### config.mk
export PLATFORM = sky130hd
export DESIGN_NAME = voltage_dip_and_interval_stats_unit
export DESIGN_NICKNAME = d
export VERILOG_FILES = /design/src/hw/rtl/vdis_pkg.sv /design/src/hw/rtl/vdis_alu.sv /design/src/hw/rtl/vdis_div.sv /design/src/hw/rtl/voltage_dip_and_interval_stats_unit.sv
export SDC_FILE = /design/constraint.sdc
export NUM_CORES = 2
export LEC_CHECK = 0
export ABC_AREA = 0
export BUFFER_PORTS_ARGS = -buffer_cell sky130_fd_sc_hd__buf_2
export CORE_AREA = 2 2 374 376
export CTS_CLUSTER_DIAMETER = 30
export DETAILED_ROUTE_END_ITERATION = 6
export DIE_AREA = 0 0 376 378
export GPL_ROUTABILITY_DRIVEN = 0
export SETUP_SLACK_MARGIN = 0.1
export SLEW_MARGIN = 15
export SYNTH_ARGS = -nofsm -noshare
export SYNTH_HDL_FRONTEND = slang
export SYNTH_SLANG_ARGS = --single-unit
### constraint.sdc
create_clock -name clk_i -period 13.8 [get_ports clk_i]
set_input_delay 1.38 -clock clk_i [delete_from_list [all_inputs] [get_ports clk_i]]
set_output_delay 1.38 -clock clk_i [all_outputs]
set_load 0.05 [all_outputs]
### src/hw/rtl/vdis_pkg.sv
// Package for the voltage dip and interval statistics unit.
// Holds widths, register indexes, request and result structs, and the
// control structs shared by the top level, the shared ALU and the divider.
`default_nettype none

package vdis_pkg;

  // Sample and moving average format
  localparam int unsigned SAMPLE_BITS   = 12;
  localparam int unsigned EMA_FRAC_BITS = 16;
  localparam int unsigned AVG_W         = SAMPLE_BITS + EMA_FRAC_BITS;

  // Field widths of the request and result items
  localparam int unsigned LEVEL_W  = 12;
  localparam int unsigned STAMP_W  = 63;
  localparam int unsigned CNT_W    = 16;
  localparam int unsigned GAP_W    = 40;
  localparam int unsigned SUM_W    = 48;
  localparam int unsigned MARGIN_W = 13;
  localparam int unsigned WEIGHT_W = 16;
  localparam int unsigned CFG_W    = 16;
  localparam int unsigned CFG_IDX_W = 2;

  // Shared ALU widths
  localparam int unsigned ALU_W    = 64;
  localparam int unsigned MULB_W   = WEIGHT_W + 1;
  localparam int unsigned PROD_W   = AVG_W + MULB_W;

  // Width for the signed compare of (scaled - avg) against margin << frac
  localparam int unsigned THR_W    = MARGIN_W + EMA_FRAC_BITS;
  localparam int unsigned CMP_W    = ((AVG_W > THR_W) ? AVG_W : THR_W) + 2;

  // Serial divider step counter
  localparam int unsigned DIV_CNT_W = $clog2(SUM_W);

  // Register indexes
  localparam logic [CFG_IDX_W-1:0] CFG_DIP_MARGIN   = 2'd0;
  localparam logic [CFG_IDX_W-1:0] CFG_REARM_MARGIN = 2'd1;
  localparam logic [CFG_IDX_W-1:0] CFG_EMA_WEIGHT   = 2'd2;

  // Register reset values
  localparam logic [MARGIN_W-1:0] DIP_MARGIN_RST   = 13'd228;
  localparam logic [MARGIN_W-1:0] REARM_MARGIN_RST = 13'd296;
  localparam logic [WEIGHT_W-1:0] EMA_WEIGHT_RST   = 16'd66;

  // Request type codes
  localparam logic REQ_SAMPLE = 1'b0;
  localparam logic REQ_REPORT = 1'b1;

  typedef struct packed {
    logic               req_type;
    logic [LEVEL_W-1:0] sample_level;
    logic [STAMP_W-1:0] sample_time_ns;
  } in_item_t;

  typedef struct packed {
    logic [LEVEL_W-1:0] min_level;
    logic [LEVEL_W-1:0] max_level;
    logic [LEVEL_W-1:0] mean_level;
    logic [CNT_W-1:0]   dips_seen;
    logic [CNT_W-1:0]   samples_seen;
    logic [GAP_W-1:0]   min_gap_ns;
    logic [GAP_W-1:0]   max_gap_ns;
    logic [GAP_W-1:0]   mean_gap_ns;
  } out_item_t;

  typedef enum logic [1:0] {
    ALU_ADD = 2'd0,
    ALU_SUB = 2'd1,
    ALU_MAC = 2'd2
  } alu_op_e;

  typedef struct packed {
    alu_op_e           op;
    logic [ALU_W-1:0]  a;
    logic [ALU_W-1:0]  b;
    logic [MULB_W-1:0] m;
  } alu_req_t;

  typedef struct packed {
    logic             start;
    logic [SUM_W-1:0] dividend;
    logic [CNT_W-1:0] divisor;
  } div_req_t;

  typedef struct packed {
    logic             busy;
    logic             done;
    logic [SUM_W-1:0] quot;
  } div_rsp_t;

endpackage

`default_nettype wire

### src/hw/rtl/vdis_alu.sv
// Shared arithmetic unit: one multiplier and one 64-bit adder.
// MAC computes a * m + b, ADD and SUB compute a +/- b with carry out.
// Depends on vdis_pkg.
`default_nettype none

module vdis_alu (
  input  vdis_pkg::alu_req_t      alu_req_i,
  output logic [vdis_pkg::ALU_W:0] alu_res_o
);
  import vdis_pkg::*;

  logic [PROD_W-1:0] prod;
  logic [ALU_W-1:0]  add_x;
  logic [ALU_W-1:0]  add_y;
  logic              add_cin;

  // Multiply the low average-width bits of a by the 17-bit operand
  assign prod = PROD_W'(alu_req_i.a[AVG_W-1:0]) * PROD_W'(alu_req_i.m);

  // Select adder operands
  always_comb begin
    add_x   = alu_req_i.a;
    add_y   = alu_req_i.b;
    add_cin = 1'b0;
    unique case (alu_req_i.op)
      ALU_ADD: begin
        add_x = alu_req_i.a;
      end
      ALU_SUB: begin
        add_y   = ~alu_req_i.b;
        add_cin = 1'b1;
      end
      ALU_MAC: begin
        add_x = ALU_W'(prod);
      end
      default: begin
        add_x = alu_req_i.a;
      end
    endcase
  end

  assign alu_res_o = (ALU_W + 1)'(add_x) + (ALU_W + 1)'(add_y) + (ALU_W + 1)'(add_cin);

endmodule

`default_nettype wire

### src/hw/rtl/vdis_div.sv
// Restoring serial divider for the mean gap: total gap over gap count.
// One quotient bit per cycle.
// Depends on vdis_pkg.
`default_nettype none

module vdis_div (
  input  logic               clk_i,
  input  logic               rst_ni,
  input  vdis_pkg::div_req_t div_req_i,
  output vdis_pkg::div_rsp_t div_rsp_o
);
  import vdis_pkg::*;

  logic                 busy_q, busy_d;
  logic                 done_q, done_d;
  logic [DIV_CNT_W-1:0] cnt_q, cnt_d;
  logic [CNT_W-1:0]     rem_q, rem_d;
  logic [SUM_W-1:0]     quo_q, quo_d;
  logic [CNT_W-1:0]     dsr_q, dsr_d;

  logic [CNT_W:0]       shifted;
  logic [CNT_W+1:0]     trial;
  logic                 fits;

  // Shift in the next dividend bit and trial subtract
  assign shifted = {rem_q, quo_q[SUM_W-1]};
  assign trial   = {1'b0, shifted} - {2'b00, dsr_q};
  assign fits    = ~trial[CNT_W+1];

  always_comb begin
    busy_d = busy_q;
    done_d = 1'b0;
    cnt_d  = cnt_q;
    rem_d  = rem_q;
    quo_d  = quo_q;
    dsr_d  = dsr_q;
    if (div_req_i.start) begin
      busy_d = 1'b1;
      cnt_d  = DIV_CNT_W'(SUM_W - 1);
      rem_d  = '0;
      quo_d  = div_req_i.dividend;
      dsr_d  = div_req_i.divisor;
    end else if (busy_q) begin
      rem_d = fits ? trial[CNT_W-1:0] : shifted[CNT_W-1:0];
      quo_d = {quo_q[SUM_W-2:0], fits};
      cnt_d = cnt_q - 1'b1;
      if (cnt_q == '0) begin
        busy_d = 1'b0;
        done_d = 1'b1;
      end
    end
  end

  // Control state
  always_ff @(posedge clk_i or negedge rst_ni) begin
    if (!rst_ni) begin
      busy_q <= 1'b0;
      done_q <= 1'b0;
      cnt_q  <= '0;
    end else begin
      busy_q <= busy_d;
      done_q <= done_d;
      cnt_q  <= cnt_d;
    end
  end

  // Datapath registers
  always_ff @(posedge clk_i) begin
    rem_q <= rem_d;
    quo_q <= quo_d;
    dsr_q <= dsr_d;
  end

  assign div_rsp_o.busy = busy_q;
  assign div_rsp_o.done = done_q;
  assign div_rsp_o.quot = quo_q;

endmodule

`default_nettype wire

### src/hw/rtl/voltage_dip_and_interval_stats_unit.sv
// Top level of the voltage dip and interval statistics unit.
// Sequencer, statistics state and registers; uses vdis_alu, vdis_div and vdis_pkg.
//
//   Channel | Signals                            | Moves
//   --------+------------------------------------+----------------------------------
//   in      | in_valid_i, in_ready_o, in_req_i   | sample or end-of-window request
//   out     | out_valid_o, out_ready_i, out_res_o| window report
//   cfg     | cfg_we_i, cfg_idx_i, cfg_wdata_i   | register write, no handshake
//
// A sample request runs one step of the shared ALU per state: difference, two
// multiply-accumulates, gap, total (the very first sample, which has no gap,
// skips the total). A report request goes straight to the output step with no gaps
// in the window, otherwise it first waits for the serial divider.
// in_ready_o is high only while the sequencer is idle. The report sits in an
// output register, so samples are taken while it waits; a further report waits
// until the previous one is taken. Reset loads the register defaults and clears
// all statistics.
`default_nettype none

module voltage_dip_and_interval_stats_unit (
  input  logic                               clk_i,
  input  logic                               rst_ni,
  input  logic                               in_valid_i,
  output logic                               in_ready_o,
  input  vdis_pkg::in_item_t                 in_req_i,
  output logic                               out_valid_o,
  input  logic                               out_ready_i,
  output vdis_pkg::out_item_t                out_res_o,
  input  logic                               cfg_we_i,
  input  logic [vdis_pkg::CFG_IDX_W-1:0]     cfg_idx_i,
  input  logic [vdis_pkg::CFG_W-1:0]         cfg_wdata_i
);
  import vdis_pkg::*;

  typedef enum logic [7:0] {
    ST_IDLE  = 8'b0000_0001,
    ST_DIFF  = 8'b0000_0010,
    ST_MUL_A = 8'b0000_0100,
    ST_MUL_B = 8'b0000_1000,
    ST_GAP   = 8'b0001_0000,
    ST_ACC   = 8'b0010_0000,
    ST_DIV   = 8'b0100_0000,
    ST_OUT   = 8'b1000_0000
  } state_e;

  localparam logic [SAMPLE_BITS-1:0] LEVEL_MAX = '1;
  localparam logic [GAP_W-1:0]       GAP_MAX   = '1;
  localparam logic [SUM_W-1:0]       SUM_MAX   = '1;
  localparam logic [CNT_W-1:0]       CNT_MAX   = '1;
  localparam logic [MULB_W-1:0]      W_ONE     = MULB_W'(1) << WEIGHT_W;

  state_e state_q, state_d;

  // Registers
  logic [MARGIN_W-1:0] dip_margin_q, dip_margin_d;
  logic [MARGIN_W-1:0] rearm_margin_q, rearm_margin_d;
  logic [WEIGHT_W-1:0] weight_q, weight_d;

  // Statistics state
  logic [AVG_W-1:0]       avg_q, avg_d;
  logic                   dipped_q, dipped_d;
  logic [CNT_W-1:0]       dip_cnt_q, dip_cnt_d;
  logic [SAMPLE_BITS-1:0] win_min_q, win_min_d;
  logic [SAMPLE_BITS-1:0] win_max_q, win_max_d;
  logic [CNT_W-1:0]       win_samples_q, win_samples_d;
  logic [CNT_W-1:0]       gap_cnt_q, gap_cnt_d;
  logic [SUM_W-1:0]       isum_q, isum_d;
  logic [ALU_W-1:0]       last_stamp_q, last_stamp_d;
  logic                   have_stamp_q, have_stamp_d;
  logic [GAP_W-1:0]       min_gap_q, min_gap_d;
  logic [GAP_W-1:0]       max_gap_q, max_gap_d;

  // Working registers of one request
  logic [SAMPLE_BITS-1:0] level_q, level_d;
  logic [STAMP_W-1:0]     stamp_q, stamp_d;
  logic [CMP_W-1:0]       diff_q, diff_d;
  logic [PROD_W-1:0]      prod_q, prod_d;
  logic [GAP_W-1:0]       gap_q, gap_d;

  // Result register
  logic      out_valid_q, out_valid_d;
  out_item_t out_q, out_d;

  alu_req_t           alu_req;
  logic [ALU_W:0]     alu_res;
  div_req_t           div_req;
  div_rsp_t           div_rsp;

  logic [AVG_W-1:0]        scaled;
  logic signed [CMP_W-1:0] dip_thr;
  logic signed [CMP_W-1:0] rearm_thr;
  logic                    dip_hit;
  logic                    rearm_hit;
  logic                    dipped_mid;
  logic [GAP_W-1:0]        mean_gap;

  vdis_alu u_alu (
    .alu_req_i (alu_req),
    .alu_res_o (alu_res)
  );

  vdis_div u_div (
    .clk_i     (clk_i),
    .rst_ni    (rst_ni),
    .div_req_i (div_req),
    .div_rsp_o (div_rsp)
  );

  // Sample in average format and margin thresholds in the same scale
  assign scaled    = {level_q, {EMA_FRAC_BITS{1'b0}}};
  assign dip_thr   = $signed(CMP_W'($signed(dip_margin_q))) <<< EMA_FRAC_BITS;
  assign rearm_thr = $signed(CMP_W'($signed(rearm_margin_q))) <<< EMA_FRAC_BITS;
  assign dip_hit   = ($signed(diff_q) <= dip_thr) && !dipped_q;
  assign rearm_hit = $signed(diff_q) > rearm_thr;
  assign dipped_mid = dipped_q | dip_hit;

  // Saturate the quotient; no gaps reports zero
  assign mean_gap = (gap_cnt_q == '0)       ? '0 :
                    (|div_rsp.quot[SUM_W-1:GAP_W]) ? GAP_MAX :
                    div_rsp.quot[GAP_W-1:0];

  assign in_ready_o  = (state_q == ST_IDLE);
  assign out_valid_o = out_valid_q;
  assign out_res_o   = out_q;

  // Drive the shared ALU from the sequencer step
  always_comb begin
    alu_req.op = ALU_ADD;
    alu_req.a  = '0;
    alu_req.b  = '0;
    alu_req.m  = '0;
    unique case (state_q)
      ST_DIFF: begin
        alu_req.op = ALU_SUB;
        alu_req.a  = ALU_W'(scaled);
        alu_req.b  = ALU_W'(avg_q);
      end
      ST_MUL_A: begin
        alu_req.op = ALU_MAC;
        alu_req.a  = ALU_W'(avg_q);
        alu_req.m  = W_ONE - MULB_W'(weight_q);
      end
      ST_MUL_B: begin
        alu_req.op = ALU_MAC;
        alu_req.a  = ALU_W'(scaled);
        alu_req.b  = ALU_W'(prod_q);
        alu_req.m  = MULB_W'(weight_q);
      end
      ST_GAP: begin
        alu_req.op = ALU_SUB;
        alu_req.a  = ALU_W'(stamp_q);
        alu_req.b  = last_stamp_q;
      end
      ST_ACC: begin
        alu_req.op = ALU_ADD;
        alu_req.a  = ALU_W'(isum_q);
        alu_req.b  = ALU_W'(gap_q);
      end
      default: begin
        alu_req.op = ALU_ADD;
      end
    endcase
  end

  // Sequencer and state update
  always_comb begin
    state_d        = state_q;
    dip_margin_d   = dip_margin_q;
    rearm_margin_d = rearm_margin_q;
    weight_d       = weight_q;
    avg_d          = avg_q;
    dipped_d       = dipped_q;
    dip_cnt_d      = dip_cnt_q;
    win_min_d      = win_min_q;
    win_max_d      = win_max_q;
    win_samples_d  = win_samples_q;
    gap_cnt_d      = gap_cnt_q;
    isum_d         = isum_q;
    last_stamp_d   = last_stamp_q;
    have_stamp_d   = have_stamp_q;
    min_gap_d      = min_gap_q;
    max_gap_d      = max_gap_q;
    level_d        = level_q;
    stamp_d        = stamp_q;
    diff_d         = diff_q;
    prod_d         = prod_q;
    gap_d          = gap_q;
    out_d          = out_q;
    out_valid_d    = out_valid_q & ~out_ready_i;
    div_req.start    = 1'b0;
    div_req.dividend = isum_q;
    div_req.divisor  = gap_cnt_q;

    // Register writes
    if (cfg_we_i) begin
      unique case (cfg_idx_i)
        CFG_DIP_MARGIN:   dip_margin_d   = cfg_wdata_i[MARGIN_W-1:0];
        CFG_REARM_MARGIN: rearm_margin_d = cfg_wdata_i[MARGIN_W-1:0];
        CFG_EMA_WEIGHT:   weight_d       = cfg_wdata_i[WEIGHT_W-1:0];
        default: begin
          weight_d = weight_q;
        end
      endcase
    end

    unique case (state_q)
      ST_IDLE: begin
        if (in_valid_i) begin
          if (in_req_i.req_type == REQ_SAMPLE) begin
            level_d = SAMPLE_BITS'(in_req_i.sample_level);
            stamp_d = in_req_i.sample_time_ns;
            state_d = ST_DIFF;
          end else if (gap_cnt_q != '0) begin
            div_req.start = 1'b1;
            state_d       = ST_DIV;
          end else begin
            state_d = ST_OUT;
          end
        end
      end
      ST_DIFF: begin
        diff_d  = alu_res[CMP_W-1:0];
        state_d = ST_MUL_A;
      end
      ST_MUL_A: begin
        // Open or close a dip against the average from before the sample
        prod_d = alu_res[PROD_W-1:0];
        if (dip_hit && dip_cnt_q != CNT_MAX) begin
          dip_cnt_d = dip_cnt_q + 1'b1;
        end
        dipped_d = dipped_mid & ~rearm_hit;
        state_d  = ST_MUL_B;
      end
      ST_MUL_B: begin
        avg_d = alu_res[AVG_W+WEIGHT_W-1:WEIGHT_W];
        if (level_q > win_max_q) begin
          win_max_d = level_q;
        end
        if (level_q < win_min_q) begin
          win_min_d = level_q;
        end
        if (win_samples_q != CNT_MAX) begin
          win_samples_d = win_samples_q + 1'b1;
        end
        state_d = ST_GAP;
      end
      ST_GAP: begin
        // Backward stamps give a zero gap, wide gaps saturate
        if (!alu_res[ALU_W]) begin
          gap_d = '0;
        end else if (|alu_res[ALU_W-1:GAP_W]) begin
          gap_d = GAP_MAX;
        end else begin
          gap_d = alu_res[GAP_W-1:0];
        end
        last_stamp_d = ALU_W'(stamp_q);
        have_stamp_d = 1'b1;
        state_d      = have_stamp_q ? ST_ACC : ST_IDLE;
      end
      ST_ACC: begin
        isum_d = (|alu_res[ALU_W:SUM_W]) ? SUM_MAX : alu_res[SUM_W-1:0];
        if (gap_cnt_q != CNT_MAX) begin
          gap_cnt_d = gap_cnt_q + 1'b1;
        end
        if (gap_q > max_gap_q) begin
          max_gap_d = gap_q;
        end
        if (gap_q != '0 && gap_q < min_gap_q) begin
          min_gap_d = gap_q;
        end
        state_d = ST_IDLE;
      end
      ST_DIV: begin
        if (div_rsp.done) begin
          state_d = ST_OUT;
        end
      end
      ST_OUT: begin
        // Load the report once the result register is free, then clear the window
        if (!out_valid_q) begin
          out_d.min_level    = LEVEL_W'(win_min_q);
          out_d.max_level    = LEVEL_W'(win_max_q);
          out_d.mean_level   = LEVEL_W'(avg_q[AVG_W-1:EMA_FRAC_BITS]);
          out_d.dips_seen    = dip_cnt_q;
          out_d.samples_seen = win_samples_q;
          out_d.min_gap_ns   = min_gap_q;
          out_d.max_gap_ns   = max_gap_q;
          out_d.mean_gap_ns  = mean_gap;
          out_valid_d        = 1'b1;
          dip_cnt_d          = '0;
          win_min_d          = LEVEL_MAX;
          win_max_d          = '0;
          win_samples_d      = '0;
          gap_cnt_d          = '0;
          isum_d             = '0;
          min_gap_d          = GAP_MAX;
          max_gap_d          = '0;
          state_d            = ST_IDLE;
        end
      end
      default: begin
        state_d = ST_IDLE;
      end
    endcase
  end

  // Control, register and statistics state
  always_ff @(posedge clk_i or negedge rst_ni) begin
    if (!rst_ni) begin
      state_q        <= ST_IDLE;
      dip_margin_q   <= DIP_MARGIN_RST;
      rearm_margin_q <= REARM_MARGIN_RST;
      weight_q       <= EMA_WEIGHT_RST;
      avg_q          <= '0;
      dipped_q       <= 1'b0;
      dip_cnt_q      <= '0;
      win_min_q      <= LEVEL_MAX;
      win_max_q      <= '0;
      win_samples_q  <= '0;
      gap_cnt_q      <= '0;
      isum_q         <= '0;
      last_stamp_q   <= '0;
      have_stamp_q   <= 1'b0;
      min_gap_q      <= GAP_MAX;
      max_gap_q      <= '0;
      out_valid_q    <= 1'b0;
    end else begin
      state_q        <= state_d;
      dip_margin_q   <= dip_margin_d;
      rearm_margin_q <= rearm_margin_d;
      weight_q       <= weight_d;
      avg_q          <= avg_d;
      dipped_q       <= dipped_d;
      dip_cnt_q      <= dip_cnt_d;
      win_min_q      <= win_min_d;
      win_max_q      <= win_max_d;
      win_samples_q  <= win_samples_d;
      gap_cnt_q      <= gap_cnt_d;
      isum_q         <= isum_d;
      last_stamp_q   <= last_stamp_d;
      have_stamp_q   <= have_stamp_d;
      min_gap_q      <= min_gap_d;
      max_gap_q      <= max_gap_d;
      out_valid_q    <= out_valid_d;
    end
  end

  // Working and result payload
  always_ff @(posedge clk_i) begin
    level_q <= level_d;
    stamp_q <= stamp_d;
    diff_q  <= diff_d;
    prod_q  <= prod_d;
    gap_q   <= gap_d;
    out_q   <= out_d;
  end

  // A recorded minimum gap implies at least one counted gap
  a_min_gap_counted: assert property (@(posedge clk_i) disable iff (!rst_ni)
    min_gap_q != GAP_MAX |-> gap_cnt_q != '0)
    else $error("minimum gap recorded without a counted gap");

  // No gap can be counted before the first timestamp
  a_gap_needs_stamp: assert property (@(posedge clk_i) disable iff (!rst_ni)
    !have_stamp_q |-> gap_cnt_q == '0)
    else $error("gap counted before any timestamp");

  // A window with samples has its minimum at or below its maximum
  a_win_order: assert property (@(posedge clk_i) disable iff (!rst_ni)
    win_samples_q != '0 |-> win_min_q <= win_max_q)
    else $error("window minimum above maximum");

  // The divider finishes only while the sequencer waits on it
  a_div_done_state: assert property (@(posedge clk_i) disable iff (!rst_ni)
    div_rsp.done |-> state_q == ST_DIV)
    else $error("divider finished outside the divide step");

endmodule

`default_nettype wire

== After elaboration in Yosys (flattened, before gate mapping) ==
Index checks and enable logic that the tools add are counted.
Operators by class
  add/subtract/negate cells: 8
  multipliers: 1
  order comparisons: 6
  equality and inequality tests: 25
  muxes and demuxes: 55
  bitwise logic cells: 9
  reduce and logical (&&, ||, !) cells: 33
Operators with widths (number)
  one-hot mux 63 bit (4 select lines): 2
  2-to-1 mux 40 bit: 6
  2-to-1 mux 48 bit: 4
  one-hot mux 40 bit (2 select lines): 2
  one-hot mux 16 bit (2 select lines): 3
  one-hot mux 48 bit (2 select lines): 1
  2-to-1 mux 16 bit: 5
  adder 63 x 64 -> 65 bit: 1
  adder 65 x 1 -> 65 bit: 1
  2-to-1 mux 64 bit: 1
  NOT 63 -> 64 bit: 1
  2-to-1 mux 63 bit: 1
  one-hot mux 8 bit (7 select lines): 1
  adder 16 x 1 -> 16 bit, second input constant: 3
  2-to-1 mux 12 bit: 4
  inequality test 16 bit, second input constant: 3
  one-hot mux 12 bit (2 select lines): 2
  multiplier 28 x 17 -> 45 bit: 1
  > comparator 40 bit: 1
  < comparator 40 bit: 1
  2-to-1 mux 8 bit: 5
  nonzero test 40 bit: 1
  one-hot mux 17 bit (2 select lines): 1
  > comparator 31 x 29 -> 1 bit: 1
  37 further kinds: 85
Word-level totals
  register bits after elaboration: 811
  bits of input ports: 99
  output and inout bits: 190
  word-level logic and storage cells: 173

== Depth between registers and ports, before layout ==
  word-level depth: 10
  gate-level depth with buffers: 51
  depth with buffers taken out: 46

== Hierarchy ==
Synthesis repeated with hierarchy kept, for this count alone.
Unflattened totals
  cell total of the unflattened synthesis: 5609
  area, all modules: 56319.0 um^2
By module, submodules not included
  voltage_dip_and_interval_stats_unit: instances 1, cells an instance 2679, area each 31672.9 um^2, sequential area each 20066.7 um^2
  vdis_alu: instances 1, cells an instance 2559, area each 20170.6 um^2, sequential area each 0.0 um^2
  vdis_div: instances 1, cells an instance 371, area each 4475.5 um^2, sequential area each 2442.3 um^2

== Worst setup path before layout ==
Ideal clock, no wire load.
  path kind: register to register
  start point: register state_q[1]
  end point: register gap_q[0], data pin
  library setup time: 270 ps
  data arrival time: 12844 ps
  required time: 13530 ps
  setup slack: 686 ps
  stages on the path, launching flop included: 42
  path buffers: 5
  clock period less this slack: 13114 ps
  cell sequence: dfrtp_1 > nor4_2 > nand4_1 > clkinv_1 > clkbuf_1 > buf_1 > buf_1 > a21oi_1 > nor2_1 > fa_1 > fa_1 > fa_1 > fa_1 > fa_1 > inv_1 > fa_1 > inv_1 > ha_1 > [... 6 more ...] > a41oi_1 > nand2b_1 > a21oi_1 > xor2_1 > o211ai_1 > ha_1 > clkbuf_1 > nand4_1 > or3_1 > or3_1 > a211o_1 > and3_1 > mux2i_1 > nor4_1 > or4b_4 > nor4_2 > buf_2 > a21oi_1
On the way
  word-level cells in the longest chain between the ends: 9
  elaborated cells between the ends (all ways): 23
  those cells by class: add/sub (2); mul (1); eq/ne (7); mux (8); bitwise (1); reduce/logical (4)
RTL lines
  start: declaration: line voltage_dip_and_interval_stats_unit.sv:52  | state_e state_q, state_d;
  start signal: assignment: line voltage_dip_and_interval_stats_unit.sv:328  | state_q <= state_d;
  equality test 8 x 4 -> 1 bit (tied with other cells): line voltage_dip_and_interval_stats_unit.sv:132  | unique case (state_q)
  OR reduction 2 bit (no line)
  one-hot mux 63 bit (4 select lines) / one-hot mux 2 bit (2 select lines) (equally long branches): line voltage_dip_and_interval_stats_unit.sv:132
  multiplier 28 x 17 -> 45 bit (tied with other cells): line vdis_alu.sv:18  | assign prod = PROD_W'(alu_req_i.a[AVG_W-1:0]) * PROD_W'(alu_req_i.m);
  2-to-1 mux 63 bit / 2-to-1 mux 64 bit (equally long branches): line vdis_alu.sv:25  | unique case (alu_req_i.op)
  adder 63 x 64 -> 65 bit: line vdis_alu.sv:42  | assign alu_res_o = (ALU_W + 1)'(add_x) + (ALU_W + 1)'(add_y) + (ALU_W + 1)'(add_cin);
  adder 65 x 1 -> 65 bit *: line vdis_alu.sv:42
  OR reduction 24 bit: line voltage_dip_and_interval_stats_unit.sv:251  | end else if (|alu_res[ALU_W-1:GAP_W]) begin
  2-to-1 mux 40 bit: line voltage_dip_and_interval_stats_unit.sv:251
  end signal: assignment: line voltage_dip_and_interval_stats_unit.sv:354  | gap_q <= gap_d;
  end: declaration: line voltage_dip_and_interval_stats_unit.sv:78  | logic [GAP_W-1:0] gap_q, gap_d;
Mark *: on every way between the ends. The rest lies on a longest branch, timed or not.
A chain may end at the register's enable or synchronous reset.

== Final worst setup path ==
  start point: register state_q[1]
  end point: register gap_q[9], data pin
Same word-level chain as after synthesis.

==> results.cfg <==
[run_status]
outcome = completed

[clock_tree]
htree_levels = 4
buffer_cell_driving_the_clock_tree_root = sky130_fd_sc_hd__clkbuf_16
clock_slew_at_reported_path_ffs_ps = 50
tritoncts.num_buffers = 167
clk_latency_ps = 800
numClockSinks = 811
clock_tree.buffer_depth = 3
cts_tree = built
cts_hold_repair.buffers = 0

[finish]
post-route-util = 0.465
areaGrowthSynthToFinish_pct = 17.2
insertedDiodeCount = 0
layoutNonFillerInstCount = 7847
share_of_cells_above_drive_strength_1 = 0.144
nets = 6719
fin_area_sq_mm = 0.0645

[worst_setup_path]
crit_arrival_ps = 13690
r2r_startpoint = state_q[1]
critPathMostFrequentCell = sky130_fd_sc_hd__fa_1
cp_max_fo = 52
ff2ff_setup_slack_ps = 610
cp.buffers_inverters = 7
startpoint_type = register
cpPeakStageDelay_ps = 660
r2r_end = gap_q[9]
reg2reg_depth = 42
critPathTopFamily = simple AND/OR/NAND/NOR gates
critPathSlowestCell = sky130_fd_sc_hd__a221o_1
worstSetupEndpointType = register
worst_setup_path_startpoint = state_q[1]
timing.critical_path.required_ps = 14300
critical_path.endpoint = gap_q[9]
worstSetupPathDepth = 42
timing_worst_setup_path_type = reg -> reg

[die]
die-width_um = 376
std_cell_rows = 137
core-area_sq_mm = 0.139
initial_utilization = 0.397
io_pins = 289
die_height_um = 378
design.die.area_sq_mm = 0.142

[synth]
yosysMostFrequentCell = sky130_fd_sc_hd__nand2_1
ys.warnings.count = 0
synth_cell_type_count = 86
synth.cells.most_frequent = 993 x sky130_fd_sc_hd__nand2_1, 756 x sky130_fd_sc_hd__inv_1, 443 x sky130_fd_sc_hd__edfxtp_1, 391 x sky130_fd_sc_hd__fa_1, 364 x sky130_fd_sc_hd__a21oi_1
dominantRegCellSynth = sky130_fd_sc_hd__edfxtp_1
ys_seq_area_frac = 0.409
number_of_cells_produced_by_synthesis = 5591
postSynthAreaPerCell_sq_um = 9.83
synthDominantCellAreaShare = 0.242
synth_nets = 6417
mapped_cell_area_sq_mm = 0.0550
yosysTopAreaCell = sky130_fd_sc_hd__edfxtp_1
synth.ff_latch_count = 811
synth_edf_count = 443
synth_area_leaders = sky130_fd_sc_hd__edfxtp_1 24%, sky130_fd_sc_hd__fa_1 14%, sky130_fd_sc_hd__dfrtp_1 13%
async_reset_ff_frac = 0.434

[timing]
timing_worst_slew_pin_value_ps = 1130
slew_viol_final = 0
setup_violations = 0
fin_worst_skew_ps = 53.9
grt_setup_unrepaired = no
timing.hold.ws_ps = 444
max-slew-margin-rel = 0.242
hold_viol_final = 0
maxClockFrequency_ghz = 0.0758
final_period_minus_worst_setup_slack_ps = 13190
setup_total_negative_slack_ps = 0
final_min_period_over_clock_period = 0.956

[power_and_ir_drop]
pwr_density_mw_per_mm2 = 134
ir_worst_vdd_mv = 0.128
p_leak_nw = 30.3

[detailed_routing]
dr_total_vias = 43000
route.final.wire_length_um = 173000
drt_pass1_iterations = 6
drt_iter0_markers = 3866
antenna_violating_nets_post_route = 0
met1_length_um = 72700
routed-wl-met2_um = 79600
total_length_of_routed_met3_wires_um = 14400
drc_errors = 0
top_routing_layer_used = met5
post_drt_wl_per_cell_um = 22.0
vias_per_cell = 5.48

[placed_design]
dpl-instance-area_sq_mm = 0.0586
detailed_placement_hpwl_um = 133000
dp_cells = 7531
numPortBuffers = 288

[global_route]
antenna_found_initial = 8
grt_start_max_net_pins = 111
grt_pass1_vias = 42300
overflow = 0
global_route_wire_length_before_repair_um = 262000
grt_util_all_layers = 0.243

[flow_run]
cap_violations = 0

[worst_hold_path]
worst_hold_check_path_type = reg -> reg
-- sequential cells by signal (all words and copies together) (netlist names), 28 cells and up --
| name | cells |
|---|---|
| isum_q | 48 |
| prod_q | 45 |
| min_gap_q | 40 |
| gap_q | 40 |
| u_div.quo_q | 48 |
| avg_q | 28 |
| last_stamp_q | 63 |
| stamp_q | 63 |
| out_res_o | 188 |
| max_gap_q | 40 |
| diff_q | 31 |
-- how the worst min path moves through the flow --
stage	endpoint	cells after the start	startpoint	slack (ps)
floorplan	state_q[6]	1	u_div.done_q	420
global placement	out_res_o[42]	0	max_gap_q[2]	430
detailed placement	out_res_o[60]	0	max_gap_q[20]	430
CTS	out_res_o[60]	0	max_gap_q[20]	450
global route	out_res_o[167]	0	win_max_q[3]	460
finish	out_res_o[54]	0	max_gap_q[14]	440
-- layer usage --
layer  vias to the layer above  track usage
met4                        10       0.0823
met1                     21400        0.330
li1                      19500            -
met5                         -            0
met3                       337       0.0467
met2                      1778        0.389
-- report_power, final --
| group | leakage [nW] | total, mW | internal [mW] | switching, mW |
|---|---|---|---|---|
| clock | 2.74 | 4.01 | 2.56 | 1.45 |
| combinational | 18.6 | 1.44 | 0.490 | 0.950 |
| sequential | 8.97 | 3.21 | 3.00 | 0.216 |
| total | 30.3 | 8.66 | 6.04 | 2.61 |
-- cells in the final DEF (no fill, tap or decap), types with 66 or more instances in the layout --
| cell type | Yosys | layout |
|---|---|---|
| sky130_fd_sc_hd__xnor2_1 | 67 | 66 |
| sky130_fd_sc_hd__o211ai_1 | 68 | 68 |
| sky130_fd_sc_hd__a21oi_1 | 364 | 360 |
| sky130_fd_sc_hd__edfxtp_1 | 443 | 443 |
| sky130_fd_sc_hd__nand4_1 | 70 | 70 |
| sky130_fd_sc_hd__fa_1 | 391 | 391 |
| sky130_fd_sc_hd__buf_2 | 6 | 287 |
| sky130_fd_sc_hd__nor2_1 | 321 | 318 |
| sky130_fd_sc_hd__a21o_1 | 134 | 134 |
| sky130_fd_sc_hd__clkbuf_16 | 0 | 169 |
| sky130_fd_sc_hd__dfrtp_1 | 290 | 290 |
| sky130_fd_sc_hd__buf_4 | 3 | 91 |
| sky130_fd_sc_hd__inv_1 | 756 | 755 |
| sky130_fd_sc_hd__ha_1 | 336 | 335 |
| sky130_fd_sc_hd__nand2_1 | 993 | 992 |
| sky130_fd_sc_hd__o21ai_0 | 225 | 225 |
| sky130_fd_sc_hd__mux2_2 | 82 | 82 |
-- metrics by stage --
stage	setup WS [ps]	power (mW)
floorplan	686	4.16
global placement	679	4.64
detailed placement	390	4.67
CTS	385	8.71
global route	130	9.00
finish	608	8.66
-- repair_timing --
| action | CTS | global route |
|---|---|---|
| resized for setup | 0 | 14 |
| setup endpoints to repair | 0 | 88 |
| setup buffers | 0 | 0 |
-- worst register-to-register path, delay by kind of cell (launching register included) --
| kind | cells | cell delay [ps] |
|---|---|---|
| and+or+nand+nor | 16 | 4200 |
| adders and majority gates | 8 | 3810 |
| AOI/OAI and AO/OA | 9 | 2670 |
| buffers and inverters | 7 | 1440 |
| DFF | 1 | 430 |
| xor gates and xnor gates | 1 | 220 |
| muxes | 1 | 130 |
-- final cells by class --
type / instances / area [sq um]
clock inverters: 120 / 1380
inverters: 759 / 2860
well taps: 1807 / 2260
clock buffers: 196 / 4380
multi-input cells: 3772 / 28900
flip-flops and latches: 811 / 22500
fillers: 12900 / 74000
repair buffers: 382 / 2190
-- logic make-up after synthesis --
kind of cell    Yosys count  synth area share
xor+xnor                128            0.0204
flops                   811             0.409
fa+ha+maj               727             0.219
simple gates           1741             0.139
buf+inv                1008            0.0694
mux                     100            0.0201
compound gates         1076             0.123
Note: power is estimated with default switching activity, not from simulation.
